[src/design/ufpc_ram.sv]
`timescale 1ns / 1ps

module ufpc_ram #(
    parameter int WIDTH = 8,
    parameter int DEPTH = 16
) (
    input  logic                                    clk,
    input  logic                                    we,
    input  logic [(DEPTH > 1 ? $clog2(DEPTH) : 1)-1:0] waddr,
    input  logic [WIDTH-1:0]                        wdata,
    input  logic [(DEPTH > 1 ? $clog2(DEPTH) : 1)-1:0] raddr,
    output logic [WIDTH-1:0]                        rdata
);

    logic [WIDTH-1:0] mem [DEPTH];

    always_ff @(posedge clk)
    begin
        if (we)
        begin
            mem[waddr] <= wdata;
        end
    end

    always_ff @(posedge clk)
    begin
        rdata <= mem[raddr];
    end

endmodule

[config.mk]
export PLATFORM = sky130hd
export DESIGN_NAME = ufpc_ram
export DESIGN_NICKNAME = d
export VERILOG_FILES = /design/src/design/ufpc_ram.sv
export SDC_FILE = /design/constraint.sdc
export NUM_CORES = 1
export LEC_CHECK = 0
export BUFFER_PORTS_ARGS = -buffer_cell sky130_fd_sc_hd__buf_2
export CORE_MARGIN = 2
export CORE_UTILIZATION = 30
export CTS_BUF_LIST = sky130_fd_sc_hd__clkbuf_4 sky130_fd_sc_hd__clkbuf_8
export CTS_CLUSTER_SIZE = 25
export DETAILED_ROUTE_END_ITERATION = 8
export SYNTH_ARGS = -nofsm -noshare
export SYNTH_HDL_FRONTEND = slang
export SYNTH_SLANG_ARGS = --single-unit
[constraint.sdc]
create_clock -name clk -period 2.6 [get_ports clk]
set_clock_uncertainty 0.1 [all_clocks]
set_input_delay 0.52 -clock clk [delete_from_list [all_inputs] [get_ports clk]]
set_output_delay 0.52 -clock clk [all_outputs]
set_load 0.01 [all_outputs]
==> results.json <==
{
  "status": "finished, final reports clean",
  "hold_viol": 0,
  "syn_area_sq_mm": 0.00515,
  "cts_tree": "yes",
  "p_int_mw": 3.54,
  "cts.path.max_buffers": 2,
  "dr.pass1.iters": 4,
  "yosys_warnings": 0,
  "postCtsSetupRepairBufs": 0,
  "fin_tns_setup_ns": 0,
  "fillers": 1573,
  "die_x_um": 135,
  "die_h_um": 135,
  "rsz0062_at_grt": "no",
  "ys_types": 19,
  "power_frac_seq": 0.563,
  "p_sw_frac": 0.192,
  "synth_fp_nets": 247,
  "area_growth_pct": 17.0,
  "cts.sink_count": 136,
  "grt_max_degree": 33,
  "crit_arrival_ns": 1.91,
  "globalplace.congestion": 0.712,
  "die-area_sq_mm": 0.0182,
  "rrSetupSlack_ns": 1.11,
  "gr-total-overflow": 0,
  "layout_min_cycle_time_ns": 1.71,
  "setup_viol": 0,
  "yosysSeqAreaShare": 0.778,
  "ctsResizeCount": 0,
  "hold_class": "input pin to register",
  "dp_hpwl_mm": 6.60,
  "critPathKind": "input pin to register",
  "vias": 2449,
  "wirelength_mm": 10.1,
  "cts_max_level": 4,
  "pwr-share-comb": 0.052,
  "numCtsBuffers": 17,
  "root_buffer": "clkbuf_8",
  "drive_gt1_frac": 0.319,
  "multi_input_area_sq_mm": 0.00106,
  "max_slew_margin": 0.423,
  "async_flop_share": 0,
  "worstPathMaxFanout": 32,
  "critPathLaunchType": "input pin",
  "hold_buffers": 0,
  "p_sw_uw": 843,
  "io_pins": 26,
  "synth_seq_cells": 136,
  "leakage_nw": 2.01,
  "syn_area_per_cell_sq_um": 22.5,
  "rows": 47,
  "synth_edf_count": 128,
  "critical_path.cell_chain": "buf_2 > buf_12 > mux4_1 > a22oi_1 > nand2_1",
  "initial_utilization": 0.308,
  "antennaDiodeCount": 0,
  "regArea_sq_mm": 0.00400,
  "core_area_sq_mm": 0.0167,
  "worst_slew_pin_slew_ns": 0.863,
  "via_per_inst": 4.76,
  "vdd_drop_max_mv": 0.250,
  "synth_flop_cell": "edfxtp_1",
  "syn_inst": 229,
  "grt_pass1_wl_mm": 15.0,
  "crit_required_ns": 2.81,
  "powerDensity_mw_per_mm2": 728,
  "grt_pass1_vias": 2602,
  "worst-path-buf-inv": 2,
  "maxSlewViolCount": 0,
  "timing.final.crit_share": 0.657,
  "critPathMaxStageDelay_ns": 0.59,
  "cp_slowest_cell": "mux4_1",
  "path_delay_family": "multiplexers",
  "fin_nets": 301,
  "gr-usage-all-layers": 0.116,
  "wire_per_inst_um": 19.5,
  "cts.clk_slew.worst_paths_ns": 0.07,
  "cap_violations": 0,
  "max_freq_mhz": 586,
  "antenna_found_initial": 1,
  "cp-end-kind": "register",
  "p_clk_frac": 0.385,
  "antenna_left": 0,
  "hold_slack_ns": 0.384,
  "drc": 0,
  "power_mw": 4.38,
  "drtIter0Drc": 186,
  "portBuffers": 25,
  "insertion_delay_ns": 0.42
}
==> area by class of cell <==
class | count | share of cell area
sequential | 136 | 0.665
tap | 220 | 0.0457
clock inverter | 4 | 0.0114
multi-input combinational | 83 | 0.176
timing repair buffer | 45 | 0.0478
clock buffer | 27 | 0.0544
==> stage by stage <==
| step | utilization | setup WS [ns] | cells | instance area, sq um |
|---|---|---|---|---|
| after global placement | 0.337 | 0.461 | 484 | 5620 |
| final | 0.361 | 0.893 | 515 | 6020 |
| after floorplan | - | 0.487 | 229 | 5150 |
| after global routing | 0.361 | 0.872 | 515 | 6020 |
| after detailed placement | 0.337 | 0.478 | 484 | 5620 |
| after CTS | 0.361 | 0.938 | 515 | 6020 |
==> cell usage in the layout, fill, tap and decap left out, drive strengths merged <==
| cell | Yosys | final |
|---|---|---|
| or3b | 1 | 1 |
| nor2b | 1 | 1 |
| nor2 | 13 | 13 |
| bufinv | 0 | 2 |
| dfxtp | 8 | 8 |
| clkbuf | 0 | 27 |
| buf | 7 | 45 |
| nor3 | 4 | 4 |
| and2b | 1 | 1 |
| edfxtp | 128 | 128 |
| and2 | 1 | 1 |
| nand2 | 9 | 9 |
| a22oi | 16 | 16 |
| nand2b | 2 | 2 |
| nand3 | 1 | 1 |
| nand3b | 2 | 2 |
| mux4 | 32 | 32 |
| clkinv | 0 | 2 |
==> cells in the mapped netlist, drive strengths merged (2+ instances only) <==
master / count / area (sq um)
mux4: 32 / 773
dfxtp: 8 / 160
nand3b: 2 / 15.0
nand2: 9 / 33.8
a22oi: 16 / 120
nor2: 13 / 48.8
nor3: 4 / 20.0
nand2b: 2 / 12.5
buf: 7 / 56.3
edfxtp: 128 / 3840
clkdlybuf4s25: 3 / 30.0
==> path summary, 6_finish.rpt <==
| kind | end | start | cells after the start |
|---|---|---|---|
| worst max register to register | rdata[5] | mem[2][5] | 3 |
| worst max-delay path | rdata[5] | raddr[0] | 5 |
| worst min register to register | rdata[5] | mem[15][5] | 3 |
| worst min-delay path | mem[6][6] | wdata[6] | 1 |
==> state kept, by name (all words and copies together), names as in the netlist <==
signal and count:
mem 128, rdata 8
==> metal layers <==
metal,global-route usage,up-vias,wire [um]
li1,-,1079,-
met1,0.153,1284,4570
met2,0.180,70,4760
met3,0.0357,14,594
met4,0.0475,2,129
met5,0,-,13
==> cells by family (layout without fill, tap and decap cells) <==
family	Yosys count	in the layout	share of synthesized area
AOI/OAI and AO/OA	16	16	0.0233
buffers and inverters	10	76	0.0168
DFF	136	136	0.778
muxes	32	32	0.150
and+or+nand+nor	35	35	0.0318
==> power groups by stage <==
stage          clock network [mW]  registers, mW  logic (mW)
4_1_cts                      1.72           2.47       0.234
5_1_grt                      1.82           2.47       0.249
2_1_floorplan                   0           2.51       0.124
3_5_place_dp                    0           2.51       0.234
6_report                     1.69           2.47       0.230
3_3_place_gp                    0           2.51       0.228
Power figures use the tool's default switching activity.
